`src/rtl/lcdnr_pkg.sv`:
```
package lcdnr_pkg;

   localparam int ADDR_W = 7;
   localparam int BYTE_W = 8;
   localparam int ADDR_SPAN = 1 << ADDR_W;

   typedef struct packed {
      logic              op;
      logic [BYTE_W-1:0] bus_byte;
      logic              read_from_cgram;
      logic [ADDR_W-1:0] read_address;
   } req_type;

   typedef struct packed {
      logic              byte_done;
      logic [BYTE_W-1:0] byte_value;
      logic              was_data;
      logic [1:0]        entry_mode;
      logic [2:0]        display_control;
      logic [3:0]        shift_setting;
      logic [4:0]        function_setting;
      logic [ADDR_W-1:0] current_address;
      logic              cgram_selected;
      logic [BYTE_W-1:0] read_data;
   } rsp_type;

   // completed-byte report from the nibble receiver
   typedef struct packed {
      logic              done;
      logic [BYTE_W-1:0] value;
      logic              is_data;
   } rx_result_type;

   typedef struct packed {
      logic              en;
      logic              glyph;
      logic [ADDR_W-1:0] addr;
      logic [BYTE_W-1:0] data;
   } mem_wr_type;

   typedef struct packed {
      logic              en;
      logic              glyph;
      logic [ADDR_W-1:0] addr;
   } mem_rd_type;

   typedef logic [ADDR_W-1:0] mod_tbl_type [ADDR_SPAN];

   // address-to-entry table, evaluated at elaboration only
   function automatic mod_tbl_type mod_table(input int depth);
      mod_tbl_type t;
      int          r;
      for (int i = 0; i < ADDR_SPAN; i++) begin
         r = i;
         for (int k = 0; k < ADDR_SPAN; k++) begin
            if (r >= depth) begin
               r = r - depth;
            end
         end
         t[i] = ADDR_W'(r);
      end
      return t;
   endfunction

endpackage

```
`src/rtl/char_lcd_nibble_receiver_top.sv`:
```
// Character LCD receiver, expander-fed 4-bit interface.
// Input channel req_valid/req_ready/req_word carries one word per item: either a
// bus byte written by the master (op 0) or a request to read one RAM entry (op 1).
// Result channel rsp_valid/rsp_ready/rsp_word returns exactly one word per item,
// holding the assembled byte (if this word completed one), the stored mode
// fields, the address counter and RAM select as they stand after the item, and
// the RAM entry for a read.
// Timing: a bus byte gives its result the cycle after acceptance; a read first
// passes through the registered RAM read and the read state. A clear-display
// command sweeps the display RAM one entry per cycle, and its result is loaded
// at the end of the sweep; no item is taken during the sweep.
// Throughput: one bus byte per cycle while the result side keeps up; no new
// item is taken while a read is in the read state. One item is in flight at a
// time; the single result register and the read and clear states set this.
// Reset (synchronous, active high) clears the nibble receiver, the mode fields,
// the address counter and the RAM valid bits: every RAM entry reads as zero
// afterwards, with no clearing pass.
// If the result side stalls, the finished word waits in the result register and
// req_ready drops until it is taken.
module char_lcd_nibble_receiver_top
   import lcdnr_pkg::*;
#(
   parameter int DISPLAY_DEPTH = 128,
   parameter int GLYPH_DEPTH   = 64
) (
   input  logic    clock,
   input  logic    reset,
   input  logic    req_valid,
   output logic    req_ready,
   input  req_type req_word,
   output logic    rsp_valid,
   input  logic    rsp_ready,
   output rsp_type rsp_word
);

   localparam int DAW = $clog2(DISPLAY_DEPTH);

   localparam mod_tbl_type DISP_MOD  = mod_table(DISPLAY_DEPTH);
   localparam mod_tbl_type GLYPH_MOD = mod_table(GLYPH_DEPTH);

   localparam logic [ADDR_W-1:0] DISP_LAST  = ADDR_W'(DISPLAY_DEPTH - 1);
   localparam logic [ADDR_W-1:0] GLYPH_LAST = ADDR_W'(GLYPH_DEPTH - 1);
   localparam logic [DAW-1:0]    CLR_LAST   = DAW'(DISPLAY_DEPTH - 1);

   // instruction codes and masks
   localparam logic [BYTE_W-1:0] CMD_CLEAR  = 8'h01;
   localparam logic [BYTE_W-1:0] CMD_HOME   = 8'h02;
   localparam logic [BYTE_W-1:0] CMD_ENTRY  = 8'h04;
   localparam logic [BYTE_W-1:0] CMD_DISP   = 8'h08;
   localparam logic [BYTE_W-1:0] CMD_SHIFT  = 8'h10;
   localparam logic [BYTE_W-1:0] CMD_FUNC   = 8'h20;
   localparam logic [BYTE_W-1:0] CMD_CGADDR = 8'h40;
   localparam logic [BYTE_W-1:0] MASK_HOME  = 8'hFE;
   localparam logic [BYTE_W-1:0] MASK_ENTRY = 8'hFC;
   localparam logic [BYTE_W-1:0] MASK_DISP  = 8'hF8;
   localparam logic [BYTE_W-1:0] MASK_SHIFT = 8'hF0;
   localparam logic [BYTE_W-1:0] MASK_FUNC  = 8'hE0;
   localparam logic [BYTE_W-1:0] MASK_CG    = 8'hC0;
   localparam logic [BYTE_W-1:0] SPACE_CHAR = 8'h20;

   typedef enum logic [1:0] {ST_IDLE, ST_READ, ST_CLEAR} state_type;

   state_type         state_ff;
   logic              rsp_valid_ff;
   rsp_type           rsp_word_ff;
   logic [1:0]        entry_ff, entry_in;
   logic [2:0]        disp_ff, disp_in;
   logic [3:0]        shift_ff, shift_in;
   logic [4:0]        func_ff, func_in;
   logic [ADDR_W-1:0] addr_ff, addr_in;
   logic              gsel_ff, gsel_in;
   logic [DAW-1:0]    clr_ff;

   logic              accept;
   logic              rx_step;
   logic              clear_start;
   logic              rsp_load;
   logic [ADDR_W-1:0] wr_idx;
   logic [BYTE_W-1:0] d;
   rx_result_type     rx_res;
   mem_wr_type        mem_wr;
   mem_rd_type        mem_rd;
   logic [BYTE_W-1:0] mem_rd_data;

   assign req_ready = (state_ff == ST_IDLE) && (!rsp_valid_ff || rsp_ready);
   assign accept    = req_valid && req_ready;
   assign rx_step   = accept && !req_word.op;
   assign rsp_valid = rsp_valid_ff;
   assign rsp_word  = rsp_word_ff;
   assign d         = rx_res.value;

   // result register loads: plain bus byte, end of read, end of clear sweep
   assign rsp_load = (rx_step && !clear_start) ||
                     (state_ff == ST_READ) ||
                     ((state_ff == ST_CLEAR) && (clr_ff == CLR_LAST));

   lcdnr_rx u_rx (
      .clock    (clock),
      .reset    (reset),
      .step_en  (rx_step),
      .bus_byte (req_word.bus_byte),
      .result   (rx_res)
   );

   lcdnr_mem #(
      .DISPLAY_DEPTH (DISPLAY_DEPTH),
      .GLYPH_DEPTH   (GLYPH_DEPTH)
   ) u_mem (
      .clock   (clock),
      .reset   (reset),
      .wr      (mem_wr),
      .rd      (mem_rd),
      .rd_data (mem_rd_data)
   );

   // next state of the controller registers and RAM port requests
   always_comb begin
      entry_in    = entry_ff;
      disp_in     = disp_ff;
      shift_in    = shift_ff;
      func_in     = func_ff;
      addr_in     = addr_ff;
      gsel_in     = gsel_ff;
      clear_start = 1'b0;
      mem_wr      = '0;
      mem_rd      = '0;
      wr_idx      = gsel_ff ? GLYPH_MOD[addr_ff] : DISP_MOD[addr_ff];

      if (accept && req_word.op) begin
         mem_rd.en    = 1'b1;
         mem_rd.glyph = req_word.read_from_cgram;
         mem_rd.addr  = req_word.read_from_cgram ? GLYPH_MOD[req_word.read_address]
                                                 : DISP_MOD[req_word.read_address];
      end

      if (rx_step && rx_res.done) begin
         if (rx_res.is_data) begin
            // data word: store at counter, advance with wrap
            mem_wr.en    = 1'b1;
            mem_wr.glyph = gsel_ff;
            mem_wr.addr  = wr_idx;
            mem_wr.data  = d;
            if (wr_idx == (gsel_ff ? GLYPH_LAST : DISP_LAST)) begin
               addr_in = '0;
            end else begin
               addr_in = wr_idx + ADDR_W'(1);
            end
         end else begin
            priority if (d == CMD_CLEAR) begin
               clear_start = 1'b1;
               addr_in     = '0;
               gsel_in     = 1'b0;
            end else if ((d & MASK_HOME) == CMD_HOME) begin
               addr_in  = '0;
               gsel_in  = 1'b0;
               shift_in = '0;
            end else if ((d & MASK_ENTRY) == CMD_ENTRY) begin
               entry_in = d[1:0];
            end else if ((d & MASK_DISP) == CMD_DISP) begin
               disp_in = d[2:0];
            end else if ((d & MASK_SHIFT) == CMD_SHIFT) begin
               shift_in = d[3:0];
            end else if ((d & MASK_FUNC) == CMD_FUNC) begin
               func_in = d[4:0];
            end else if ((d & MASK_CG) == CMD_CGADDR) begin
               addr_in = {1'b0, d[5:0]};
               gsel_in = 1'b1;
            end else if (d[7]) begin
               addr_in = d[6:0];
               gsel_in = 1'b0;
            end else begin
               // null instruction: nothing changes
            end
         end
      end

      if (state_ff == ST_CLEAR) begin
         mem_wr.en    = 1'b1;
         mem_wr.glyph = 1'b0;
         mem_wr.addr  = ADDR_W'(clr_ff);
         mem_wr.data  = SPACE_CHAR;
      end
   end

   always_ff @(posedge clock) begin
      if (reset) begin
         state_ff     <= ST_IDLE;
         rsp_valid_ff <= 1'b0;
         entry_ff     <= '0;
         disp_ff      <= '0;
         shift_ff     <= '0;
         func_ff      <= '0;
         addr_ff      <= '0;
         gsel_ff      <= 1'b0;
         clr_ff       <= '0;
      end else begin
         if (rsp_load) begin
            rsp_valid_ff <= 1'b1;
         end else if (rsp_valid_ff && rsp_ready) begin
            rsp_valid_ff <= 1'b0;
         end
         unique case (state_ff)
            ST_IDLE: begin
               if (accept) begin
                  entry_ff <= entry_in;
                  disp_ff  <= disp_in;
                  shift_ff <= shift_in;
                  func_ff  <= func_in;
                  addr_ff  <= addr_in;
                  gsel_ff  <= gsel_in;
                  if (req_word.op) begin
                     state_ff <= ST_READ;
                  end else if (clear_start) begin
                     state_ff <= ST_CLEAR;
                     clr_ff   <= '0;
                  end else begin
                     rsp_word_ff.byte_done        <= rx_res.done;
                     rsp_word_ff.byte_value       <= rx_res.done ? d : '0;
                     rsp_word_ff.was_data         <= rx_res.done && rx_res.is_data;
                     rsp_word_ff.entry_mode       <= entry_in;
                     rsp_word_ff.display_control  <= disp_in;
                     rsp_word_ff.shift_setting    <= shift_in;
                     rsp_word_ff.function_setting <= func_in;
                     rsp_word_ff.current_address  <= addr_in;
                     rsp_word_ff.cgram_selected   <= gsel_in;
                     rsp_word_ff.read_data        <= '0;
                  end
               end
            end
            ST_READ: begin
               state_ff                     <= ST_IDLE;
               rsp_word_ff.byte_done        <= 1'b0;
               rsp_word_ff.byte_value       <= '0;
               rsp_word_ff.was_data         <= 1'b0;
               rsp_word_ff.entry_mode       <= entry_ff;
               rsp_word_ff.display_control  <= disp_ff;
               rsp_word_ff.shift_setting    <= shift_ff;
               rsp_word_ff.function_setting <= func_ff;
               rsp_word_ff.current_address  <= addr_ff;
               rsp_word_ff.cgram_selected   <= gsel_ff;
               rsp_word_ff.read_data        <= mem_rd_data;
            end
            ST_CLEAR: begin
               clr_ff <= clr_ff + DAW'(1);
               if (clr_ff == CLR_LAST) begin
                  state_ff                     <= ST_IDLE;
                  rsp_word_ff.byte_done        <= 1'b1;
                  rsp_word_ff.byte_value       <= CMD_CLEAR;
                  rsp_word_ff.was_data         <= 1'b0;
                  rsp_word_ff.entry_mode       <= entry_ff;
                  rsp_word_ff.display_control  <= disp_ff;
                  rsp_word_ff.shift_setting    <= shift_ff;
                  rsp_word_ff.function_setting <= func_ff;
                  rsp_word_ff.current_address  <= addr_ff;
                  rsp_word_ff.cgram_selected   <= gsel_ff;
                  rsp_word_ff.read_data        <= '0;
               end
            end
            default: begin
               state_ff <= ST_IDLE;
            end
         endcase
      end
   end

   // read request returns its word once the read state has loaded the result register
   a_read_latency: assert property (@(posedge clock) disable iff (reset)
      (accept && req_word.op) |=> ##1 rsp_valid)
      else $error("read result not delivered on time");

   // plain bus byte returns its word on the next edge
   a_write_latency: assert property (@(posedge clock) disable iff (reset)
      (rx_step && !clear_start) |=> (rsp_valid && state_ff == ST_IDLE))
      else $error("bus byte result missing");

   // no RAM write competes with a pending read
   a_no_write_in_read: assert property (@(posedge clock) disable iff (reset)
      (state_ff == ST_READ) |-> !mem_wr.en)
      else $error("RAM write during read");

   // clear sweep ends with its result and an idle controller
   a_clear_end: assert property (@(posedge clock) disable iff (reset)
      (state_ff == ST_CLEAR && clr_ff == CLR_LAST) |=>
         (rsp_valid && state_ff == ST_IDLE && rsp_word.byte_value == CMD_CLEAR))
      else $error("clear sweep did not finish cleanly");

endmodule

```
`src/rtl/lcdnr_rx.sv`:
```
module lcdnr_rx
   import lcdnr_pkg::*;
(
   input  logic              clock,
   input  logic              reset,
   input  logic              step_en,
   input  logic [BYTE_W-1:0] bus_byte,
   output rx_result_type     result
);

   localparam logic [BYTE_W-1:0] EN_MASK = 8'h04;
   localparam logic [BYTE_W-1:0] HI_MASK = 8'hF0;

   // flag bits: high cap/en-high/en-low, low cap/en-high/en-low
   localparam int F_HCAP = 0;
   localparam int F_HEH  = 1;
   localparam int F_HEL  = 2;
   localparam int F_LCAP = 3;
   localparam int F_LEH  = 4;
   localparam int F_LEL  = 5;

   logic [BYTE_W-1:0] hcap_ff, hcap_in;
   logic [BYTE_W-1:0] lcap_ff, lcap_in;
   logic [5:0]        flags_ff, flags_in;
   logic              low_done;

   always_comb begin
      hcap_in  = hcap_ff;
      lcap_in  = lcap_ff;
      flags_in = flags_ff;
      low_done = 1'b0;
      if (step_en) begin
         if (!(flags_ff[F_HEH] && flags_ff[F_HEL])) begin
            priority if (!flags_ff[F_HCAP]) begin
               hcap_in          = bus_byte;
               flags_in[F_HCAP] = 1'b1;
            end else if (!flags_ff[F_HEH] && ((hcap_ff | EN_MASK) == bus_byte)) begin
               flags_in[F_HEH] = 1'b1;
            end else if (!flags_ff[F_HEL] && ((hcap_ff & ~EN_MASK) == bus_byte)) begin
               flags_in[F_HEL] = 1'b1;
            end else begin
               // stray byte: dropped
            end
         end else begin
            priority if (!flags_ff[F_LCAP]) begin
               lcap_in          = bus_byte;
               flags_in[F_LCAP] = 1'b1;
            end else if (!flags_ff[F_LEH] && ((lcap_ff | EN_MASK) == bus_byte)) begin
               flags_in[F_LEH] = 1'b1;
            end else if (!flags_ff[F_LEL] && ((lcap_ff & ~EN_MASK) == bus_byte)) begin
               flags_in[F_LEL] = 1'b1;
            end else begin
               // stray byte: dropped
            end
            low_done = flags_in[F_LEH] && flags_in[F_LEL];
         end
      end
      result.done    = low_done;
      result.value   = (hcap_ff & HI_MASK) | (lcap_in >> 4);
      result.is_data = hcap_ff[0];
      if (low_done) begin
         flags_in = '0;
      end
   end

   always_ff @(posedge clock) begin
      if (reset) begin
         hcap_ff  <= '0;
         lcap_ff  <= '0;
         flags_ff <= '0;
      end else begin
         hcap_ff  <= hcap_in;
         lcap_ff  <= lcap_in;
         flags_ff <= flags_in;
      end
   end

endmodule

```
`src/rtl/lcdnr_mem.sv`:
```
module lcdnr_mem
   import lcdnr_pkg::*;
#(
   parameter int DISPLAY_DEPTH = 128,
   parameter int GLYPH_DEPTH   = 64
) (
   input  logic              clock,
   input  logic              reset,
   input  mem_wr_type        wr,
   input  mem_rd_type        rd,
   output logic [BYTE_W-1:0] rd_data
);

   localparam int DAW = $clog2(DISPLAY_DEPTH);
   localparam int GAW = $clog2(GLYPH_DEPTH);

   logic [BYTE_W-1:0] disp_mem  [DISPLAY_DEPTH];
   logic [BYTE_W-1:0] glyph_mem [GLYPH_DEPTH];
   logic [DISPLAY_DEPTH-1:0] disp_vld_ff;
   logic [GLYPH_DEPTH-1:0]   glyph_vld_ff;
   logic [BYTE_W-1:0] disp_q_ff, glyph_q_ff;
   logic              disp_hit_ff, glyph_hit_ff, sel_glyph_ff;

   // entries never written read as zero
   always_ff @(posedge clock) begin
      if (reset) begin
         disp_vld_ff  <= '0;
         glyph_vld_ff <= '0;
      end else if (wr.en) begin
         if (wr.glyph) begin
            glyph_vld_ff[wr.addr[GAW-1:0]] <= 1'b1;
         end else begin
            disp_vld_ff[wr.addr[DAW-1:0]] <= 1'b1;
         end
      end
   end

   always_ff @(posedge clock) begin
      if (wr.en && !wr.glyph) begin
         disp_mem[wr.addr[DAW-1:0]] <= wr.data;
      end
      if (rd.en) begin
         disp_q_ff <= disp_mem[rd.addr[DAW-1:0]];
      end
   end

   always_ff @(posedge clock) begin
      if (wr.en && wr.glyph) begin
         glyph_mem[wr.addr[GAW-1:0]] <= wr.data;
      end
      if (rd.en) begin
         glyph_q_ff <= glyph_mem[rd.addr[GAW-1:0]];
      end
   end

   always_ff @(posedge clock) begin
      if (rd.en) begin
         sel_glyph_ff <= rd.glyph;
         disp_hit_ff  <= disp_vld_ff[rd.addr[DAW-1:0]];
         glyph_hit_ff <= glyph_vld_ff[rd.addr[GAW-1:0]];
      end
   end

   always_comb begin
      if (sel_glyph_ff) begin
         rd_data = glyph_hit_ff ? glyph_q_ff : '0;
      end else begin
         rd_data = disp_hit_ff ? disp_q_ff : '0;
      end
   end

endmodule

```
`config.mk`:
```
export PLATFORM = sky130hd
export DESIGN_NAME = char_lcd_nibble_receiver_top
export DESIGN_NICKNAME = d
export VERILOG_FILES = /design/src/rtl/lcdnr_pkg.sv /design/src/rtl/char_lcd_nibble_receiver_top.sv /design/src/rtl/lcdnr_rx.sv /design/src/rtl/lcdnr_mem.sv
export SDC_FILE = /design/constraint.sdc
export NUM_CORES = 2
export LEC_CHECK = 0
export BUFFER_PORTS_ARGS = -buffer_cell sky130_fd_sc_hd__clkbuf_2
export CORE_ASPECT_RATIO = 1.25
export CORE_MARGIN = 10
export CORE_UTILIZATION = 40
export DETAILED_ROUTE_END_ITERATION = 16
export GPL_ROUTABILITY_DRIVEN = 0
export PLACE_DENSITY = 0.65
export SLEW_MARGIN = 20
export SYNTH_ARGS = -nofsm -noshare
export SYNTH_HDL_FRONTEND = slang
export SYNTH_SLANG_ARGS = --single-unit
```
`constraint.sdc`:
```
create_clock -name clock -period 9.34 [get_ports clock]
set_clock_uncertainty 0.1 [all_clocks]
set_input_delay 0 -clock clock [delete_from_list [all_inputs] [get_ports clock]]
set_output_delay 0 -clock clock [all_outputs]
set_load 0.005 [all_outputs]
```
[Yosys cells after proc, flatten, opt, wreduce, memory -nomap -nowiden]
Memory sizes are Yosys's and may differ from the RTL's. A register that Yosys moved wholly into a read port is not among the register bits.
Cells that the tools add are included.
Word-level totals
  bits in registers: 289
  bits in writable memories: 1536
  ROM bits: 3584
  input port bits: 21
  output and inout bits: 42
  word-level logic and storage cells: 234
  memories: 6
Cells by class
  add/subtract/negate cells: 2
  order comparisons: 8
  equal/unequal tests: 21
  mux-type cells: 108
  bitwise operators: 11
  reductions and logical operators: 47
Memory list
  u_mem.disp_mem: depth 128, width 8, rd ports 1, clocked after memory_dff 1, wr ports 1, line lcdnr_mem.sv:17  | logic [BYTE_W-1:0] disp_mem [DISPLAY_DEPTH];
  (name not given): depth 128, width 7, rd ports 1, clocked after memory_dff 0, wr ports 0, line char_lcd_nibble_receiver_top.sv:133  | : DISP_MOD[req_word.read_address];
  (name not given): depth 128, width 7, rd ports 1, clocked after memory_dff 0, wr ports 0, line char_lcd_nibble_receiver_top.sv:132  | mem_rd.addr = req_word.read_from_cgram ? GLYPH_MOD[req_word.read_address]
  (name not given): depth 128, width 7, rd ports 1, clocked after memory_dff 0, wr ports 0, line char_lcd_nibble_receiver_top.sv:127  | wr_idx = gsel_ff ? GLYPH_MOD[addr_ff] : DISP_MOD[addr_ff];
  (name not given): depth 128, width 7, rd ports 1, clocked after memory_dff 0, wr ports 0, line char_lcd_nibble_receiver_top.sv:127
  u_mem.glyph_mem: depth 64, width 8, rd ports 1, clocked after memory_dff 1, wr ports 1, line lcdnr_mem.sv:18  | logic [BYTE_W-1:0] glyph_mem [GLYPH_DEPTH];
Operators with widths (count)
  7-bit two-way mux: 25
  40-bit two-way mux: 4
  128-bit OR: 1
  40-bit one-hot mux with 3 select lines: 1
  64-bit OR: 1
  8-bit two-way mux: 7
  17-bit two-way mux: 3
  5-bit two-way mux: 8
  8-bit == test: 4
  1-bit two-way mux: 28
  4-bit two-way mux: 7
  2-bit two-way mux: 12
  1-bit logical AND: 19
  3-bit two-way mux: 6
  8-bit >= comparator (second input constant): 2
  7-bit by 8-bit < comparator with 1-bit output (second input constant): 2
  7-bit NOT with 8-bit output: 2
  7-bit by 1-bit adder with 7-bit output (second input constant): 2
  6-bit by 7-bit < comparator with 1-bit output (second input constant): 2
  7-bit one-hot mux with 2 select lines: 1
  2-bit inequality test (second input constant): 5
  2-bit AND reduction: 5
  9-bit two-way mux: 1
  3-bit AND reduction: 3
  other kinds (29): 46

[Longest topological paths before layout]
  depth in word-level cells: 21
  gate-level depth with buffers: 15
  gate-level depth less buffers: 10

[By module]
A second synthesis with hierarchy kept.
Unflattened totals
  cell total of the unflattened synthesis: 3719
  area total of the unflattened synthesis: 72111.7 um^2
Modules (own cells, without submodules)
  lcdnr_mem: times used 1, cells each 3232, area each 67328.3 um^2, sequential area each 50538.5 um^2
  char_lcd_nibble_receiver_top: times used 1, cells each 377, area each 3702.3 um^2, sequential area each 1841.8 um^2
  lcdnr_rx: times used 1, cells each 110, area each 1081.0 um^2, sequential area each 400.4 um^2

[Worst setup path after synthesis]
OpenSTA, ideal clock, no wires.
  path type: register to register
  start: reg state_ff[0]
  end: mem u_mem.disp_mem[0][0] (data pin)
  setup time: 1.092 ns
  arrival: 6.298 ns
  data required time: 8.148 ns
  path slack: 1.850 ns
  stages on the path, launching flop included: 10
  path buffers: 2
  period minus slack after synthesis: 7.490 ns
  path through: dfxtp_1 -> inv_1 -> ha_1 -> nand2_1 -> nor3_2 -> nand2_1 -> or4_1 -> buf_2 -> buf_2 -> nor2_1
RTL lines
  from (decl): line char_lcd_nibble_receiver_top.sv:63  | state_type state_ff;
  from (signal assigned): line char_lcd_nibble_receiver_top.sv:187  | state_ff <= ST_IDLE;
  from (signal assigned): line char_lcd_nibble_receiver_top.sv:212  | state_ff <= ST_READ;
  from (signal assigned): line char_lcd_nibble_receiver_top.sv:214  | state_ff <= ST_CLEAR;
  to (decl): line lcdnr_mem.sv:17

[Worst setup path in the final report]
  start: reg state_ff[1]
  end: mem u_mem.glyph_mem[4][2] (enable)
Between the ends
  word-level cells in the longest chain between the ends: 11
  elaborated cells between the ends (all ways): 12
  those cells by class: 1 x eq/ne; 5 x mux; 6 x reduce/logical
RTL lines
  2-bit zero test: line char_lcd_nibble_receiver_top.sv:85  | assign req_ready = (state_ff == ST_IDLE) && (!rsp_valid_ff || rsp_ready);
  1-bit logical AND: line char_lcd_nibble_receiver_top.sv:85
  1-bit logical AND: line char_lcd_nibble_receiver_top.sv:86  | assign accept = req_valid && req_ready;
  1-bit logical AND: line char_lcd_nibble_receiver_top.sv:87  | assign rx_step = accept && !req_word.op;
  1-bit two-way mux: line lcdnr_rx.sv:32  | if (step_en) begin
  1-bit logical AND: line char_lcd_nibble_receiver_top.sv:136  | if (rx_step && rx_res.done) begin
  17-bit two-way mux: line char_lcd_nibble_receiver_top.sv:136
  17-bit two-way mux *: line char_lcd_nibble_receiver_top.sv:177  | if (state_ff == ST_CLEAR) begin
  1-bit logical AND: line lcdnr_mem.sv:48  | if (wr.en && wr.glyph) begin
  1-bit two-way mux: line lcdnr_mem.sv:48
  1-bit two-way mux (implied by the code): line lcdnr_mem.sv:49  | glyph_mem[wr.addr[GAW-1:0]] <= wr.data;
  to (decl): line lcdnr_mem.sv:18
Mark *: on every way between the ends. The rest lies on a longest branch, timed or not.

==> out/results.txt <==
Critical path class: reg2reg. The run gives 3 as the number of buffers on the longest clock path. The tools report the number of fill cells in the layout as 16.3k. The H-tree was split into 4 levels. TritonCTS built the clock tree. First-pass GRT wire length: 312000 um. The run gives 186000 um2 as the standard cell core area.

The cell family contributing the most delay on the critical path is simple AND/OR/NAND/NOR gates. The endpoint kind of the worst setup timing path is a register. In the post-synthesis netlist, the biggest area contributors are sky130_fd_sc_hd__edfxtp_1, sky130_fd_sc_hd__dfxtp_1, sky130_fd_sc_hd__mux2i_1.

For this run, design rule violations remaining after detail routing come to 0. Sequential cells were found to cover 70.8% of the synthesized design area. The instance count of the mapped netlist was 5652; the delay of the slowest cell on the worst path was 1.09 ns.

Number of antenna violations at the first check in global routing: 5. The dominant combinational cell family by area after synthesis was simple AND/OR/NAND/NOR gates. The post-synth net total is 5679, and the floorplan die area is 204000 um2. For the number of unique standard cell types used by synthesis, the log shows 83. The number of standard-cell rows in the floorplan was 177. For this design the top-level I/O count stands at 63.

The Yosys step of the flow raised 0 warnings. The most numerous cell type found on the critical path is sky130_fd_sc_hd__nand2_1. Data required time at the worst endpoint: 9.70 ns. Wires add up to 212000 um. After detailed routing, the number of vias per cell comes to 5.90. The dominant synthesized flop cell is sky130_fd_sc_hd__edfxtp_1. The share of flip-flops with an asynchronous set or reset after synthesis was 0%; the number of buffers created by CTS was 177. The cell sitting at the root of the clock tree is a sky130_fd_sc_hd__clkbuf_16. Global routing consumed, over all layers together, 20.2% of the routing resources. For this design the ratio of total power to cell area is 200 nW/um2. In the final routed layout, each cell accounts on average for 25.8 um. Of the total synthesized cell area, the portion taken by full adders, half adders and majority gates is 0.101%. The number of nets still failing antenna checks after routing is 0. In the final timing run, aggregate negative setup slack is 0 ns. The relative max-transition margin was 23.9%; the leakage power was 25.4 nW. The finished layout holds 8207 standard cells, fillers aside.

CTS saw 1839 sinks. The run finished with clean final reports. For this block, the via count after detailed routing is 48.4k. The number of placed instances, taps included, is 7844. Actual slew at the worst max-slew pin: 1.14 ns. Synthesis inferred 1839 register bits.

The mean instance size in the synthesized netlist is 13.2 um2. The count of final max-slew check failures came out at 0. The starting utilization of the core area came out at 40.1%. Largest driver fanout on the critical path: 16. Leaving out fill and tap cells, the most frequent cell in the layout is sky130_fd_sc_hd__edfxtp_1. The worst path uses 59.7% of the clock period.

After layout, the design draws a total of 16.7 mW. The cell at the slowest stage of the critical path was sky130_fd_sc_hd__or4_1. The worst-case IR drop observed on VDD is 0.139 mV. In this run the worst hold path is classified as in2reg.

The run gives 0 as the number of hold violations in the final report. The first routing iteration left 5490 violations. The post-synthesis xor/xnor area fraction came out at 0.212%. Setup repair after global routing left no endpoint under its margin. Global routing finished with a remaining overflow of 0. The logs give 6 for the detailed-routing iteration count for the pre-antenna-repair pass and 0.84 ns for the clock insertion delay at the later pin of the skew report.

The number of global-route vias before repair came out at 47.1k. The count of buffers added by post-CTS timing repair for setup is 0. Chip width: 406 um. STA classifies the critical path startpoint as a register. The number of nets in the finished design was 5663; the number of buffers inserted by port buffering was 62. The area share of and/or/nand/nor cells after synthesis works out to 10.7%. In the layout the commonest cells are sky130_fd_sc_hd__edfxtp_1, sky130_fd_sc_hd__nand2_1, sky130_fd_sc_hd__nor2_1, sky130_fd_sc_hd__a21oi_1, sky130_fd_sc_hd__mux2i_1. Of all cell types, the one taking the most synthesized area is sky130_fd_sc_hd__edfxtp_1. Measured against the total synthesized area, the mux share comes to 5.27%. Number of setup violations in the final report: 0. The floorplan step set the die height to 502 um. After routing the design area is 83500 um2. The run gives 181 as the largest net degree at the start of global routing. The post-synthesis compound-gate area fraction works out to 10.4%. Walking the worst path, the cells encountered are inv_1 > ha_1 > nand2_1 > nor3_2 > nand2_1 > or4_1 > o22ai_2 > nand3_1 > nor2_1. Once placement finished, the instance area stood at 77300 um2. From synthesis to final layout, the design area changed by 12.1%.

The tool flagged a number of max-cap violations equal to 0. The clock-pin slew reported for the worst setup and hold paths after clock tree synthesis is 0.06 ns, and the half-perimeter wire length after detailed placement is 129000 um. Cells with a size suffix above 1 make up 9.68% of the layout.

For the worst setup path, the data arrival time is 5.93 ns. The cell area after technology mapping was 74500 um2; the number of hold buffers added after cts was 28. Across all hold checks on the routed design, the worst slack comes to 0.0398 ns. In this run, post-CTS repair resized a total of 0 instances. Derived from the worst setup path, the maximum achievable clock frequency is 179 MHz. After layout, the minimum clock period comes to 5.57 ns. Yosys mapped a number of flops with a built-in enable equal to 1595.

The count of buffering cells on the critical path with inverters included is 1, and the fraction of synthesized cell area taken by the top area cell type is 64.3%.
[layer usage]
metal / track usage, % / vias up / share of wire, %
met3: 3.59 / 534 / 7.9
met1: 25.1 / 24100 / 38
li1: - / 21400 / -
met2: 33.6 / 2376 / 48
met5: 0 / - / 0.012
met4: 10.2 / 4 / 5.5
[tightest hold or removal path: cells and delay by family]
kind	cells	cell delay (ns)
buf+inv	2	0.72
mux	1	0.10
simple gates	1	0.07
[synth_stat cells (20+ instances only)]
master	count
sky130_fd_sc_hd__edfxtp_1	1595
sky130_fd_sc_hd__nand2_1	670
sky130_fd_sc_hd__nor2_1	580
sky130_fd_sc_hd__a21oi_1	371
sky130_fd_sc_hd__mux2i_1	327
sky130_fd_sc_hd__dfxtp_1	244
sky130_fd_sc_hd__clkbuf_1	227
sky130_fd_sc_hd__nand3_1	225
sky130_fd_sc_hd__o22ai_1	156
sky130_fd_sc_hd__a22oi_1	136
sky130_fd_sc_hd__o21ai_0	110
sky130_fd_sc_hd__buf_2	109
sky130_fd_sc_hd__o221ai_1	99
sky130_fd_sc_hd__a31oi_1	72
sky130_fd_sc_hd__and3_1	70
sky130_fd_sc_hd__nor3_1	59
sky130_fd_sc_hd__nand4_1	51
sky130_fd_sc_hd__buf_1	49
sky130_fd_sc_hd__inv_1	42
sky130_fd_sc_hd__mux2_2	40
sky130_fd_sc_hd__a2bb2oi_1	39
sky130_fd_sc_hd__a211oi_1	24
sky130_fd_sc_hd__or3_1	22
sky130_fd_sc_hd__a22o_1	21
sky130_fd_sc_hd__a221oi_1	20
[flip-flops by register name, indices dropped and copies added, names as in the netlist, 3 cells and up]
name	count
u_mem.glyph_q_ff	8
addr_ff	7
u_rx.flags_ff	6
u_rx.hcap_ff	7
disp_ff	3
u_rx.lcap_ff	7
u_mem.glyph_vld_ff	64
u_mem.disp_mem	1024
shift_ff	4
u_mem.glyph_mem	512
rsp_word	40
func_ff	5
clr_ff	7
u_mem.disp_q_ff	8
u_mem.disp_vld_ff	128
[per-stage QoR]
stage	worst slack [ns]	util, %
after global placement	3.93	41.7
after detailed placement	3.82	41.7
final	3.77	45.0
after global routing	3.64	45.0
after CTS	3.94	45.0
after floorplan	1.85	-
[logic make-up (layout without fill, tap and decap cells)]
group / count (synthesis) / count (layout)
AOI/OAI and AO/OA: 1175 / 1175
adders and majority gates: 6 / 6
other: 0 / 3
buffers and inverters: 436 / 572
muxes: 376 / 376
and+or+nand+nor: 1802 / 1802
xor gates and xnor gates: 18 / 18
DFF: 1839 / 1839
[final timing paths]
| path | start | to | slack (ns) | cells after the start |
|---|---|---|---|---|
| worst max-delay path | state_ff[1] | u_mem.glyph_mem[4][2] | 3.77 | 9 |
| worst min register to register | u_mem.glyph_vld_ff[32] | u_mem.glyph_vld_ff[32] | 0.37 | 2 |
| worst min-delay path | req_word[13] | u_rx.hcap_ff[5] | 0.04 | 4 |
| worst max register to register | state_ff[1] | u_mem.glyph_mem[4][2] | 3.77 | 9 |
[power by group]
| group | internal, mW | switching (mW) | total (mW) |
|---|---|---|---|
| Clock | 4.06 | 3.12 | 7.18 |
| Sequential | 8.82 | 0.0181 | 8.84 |
| Combinational | 0.198 | 0.481 | 0.679 |
| Total | 13.1 | 3.62 | 16.7 |
[cell type report]
class	count	area (um2)	share of cell area (%)
clock buffers	234	4810	5.76
diodes	3	7.51	0.00899
clock inverters	97	1020	1.22
inverters	42	164	0.196
repair buffers	199	1600	1.91
well taps	2416	3020	3.62
flip-flops and latches	1839	52800	63.2
multi-input cells	3377	20100	24.1
Note: power is estimated with default switching activity, not from simulation.
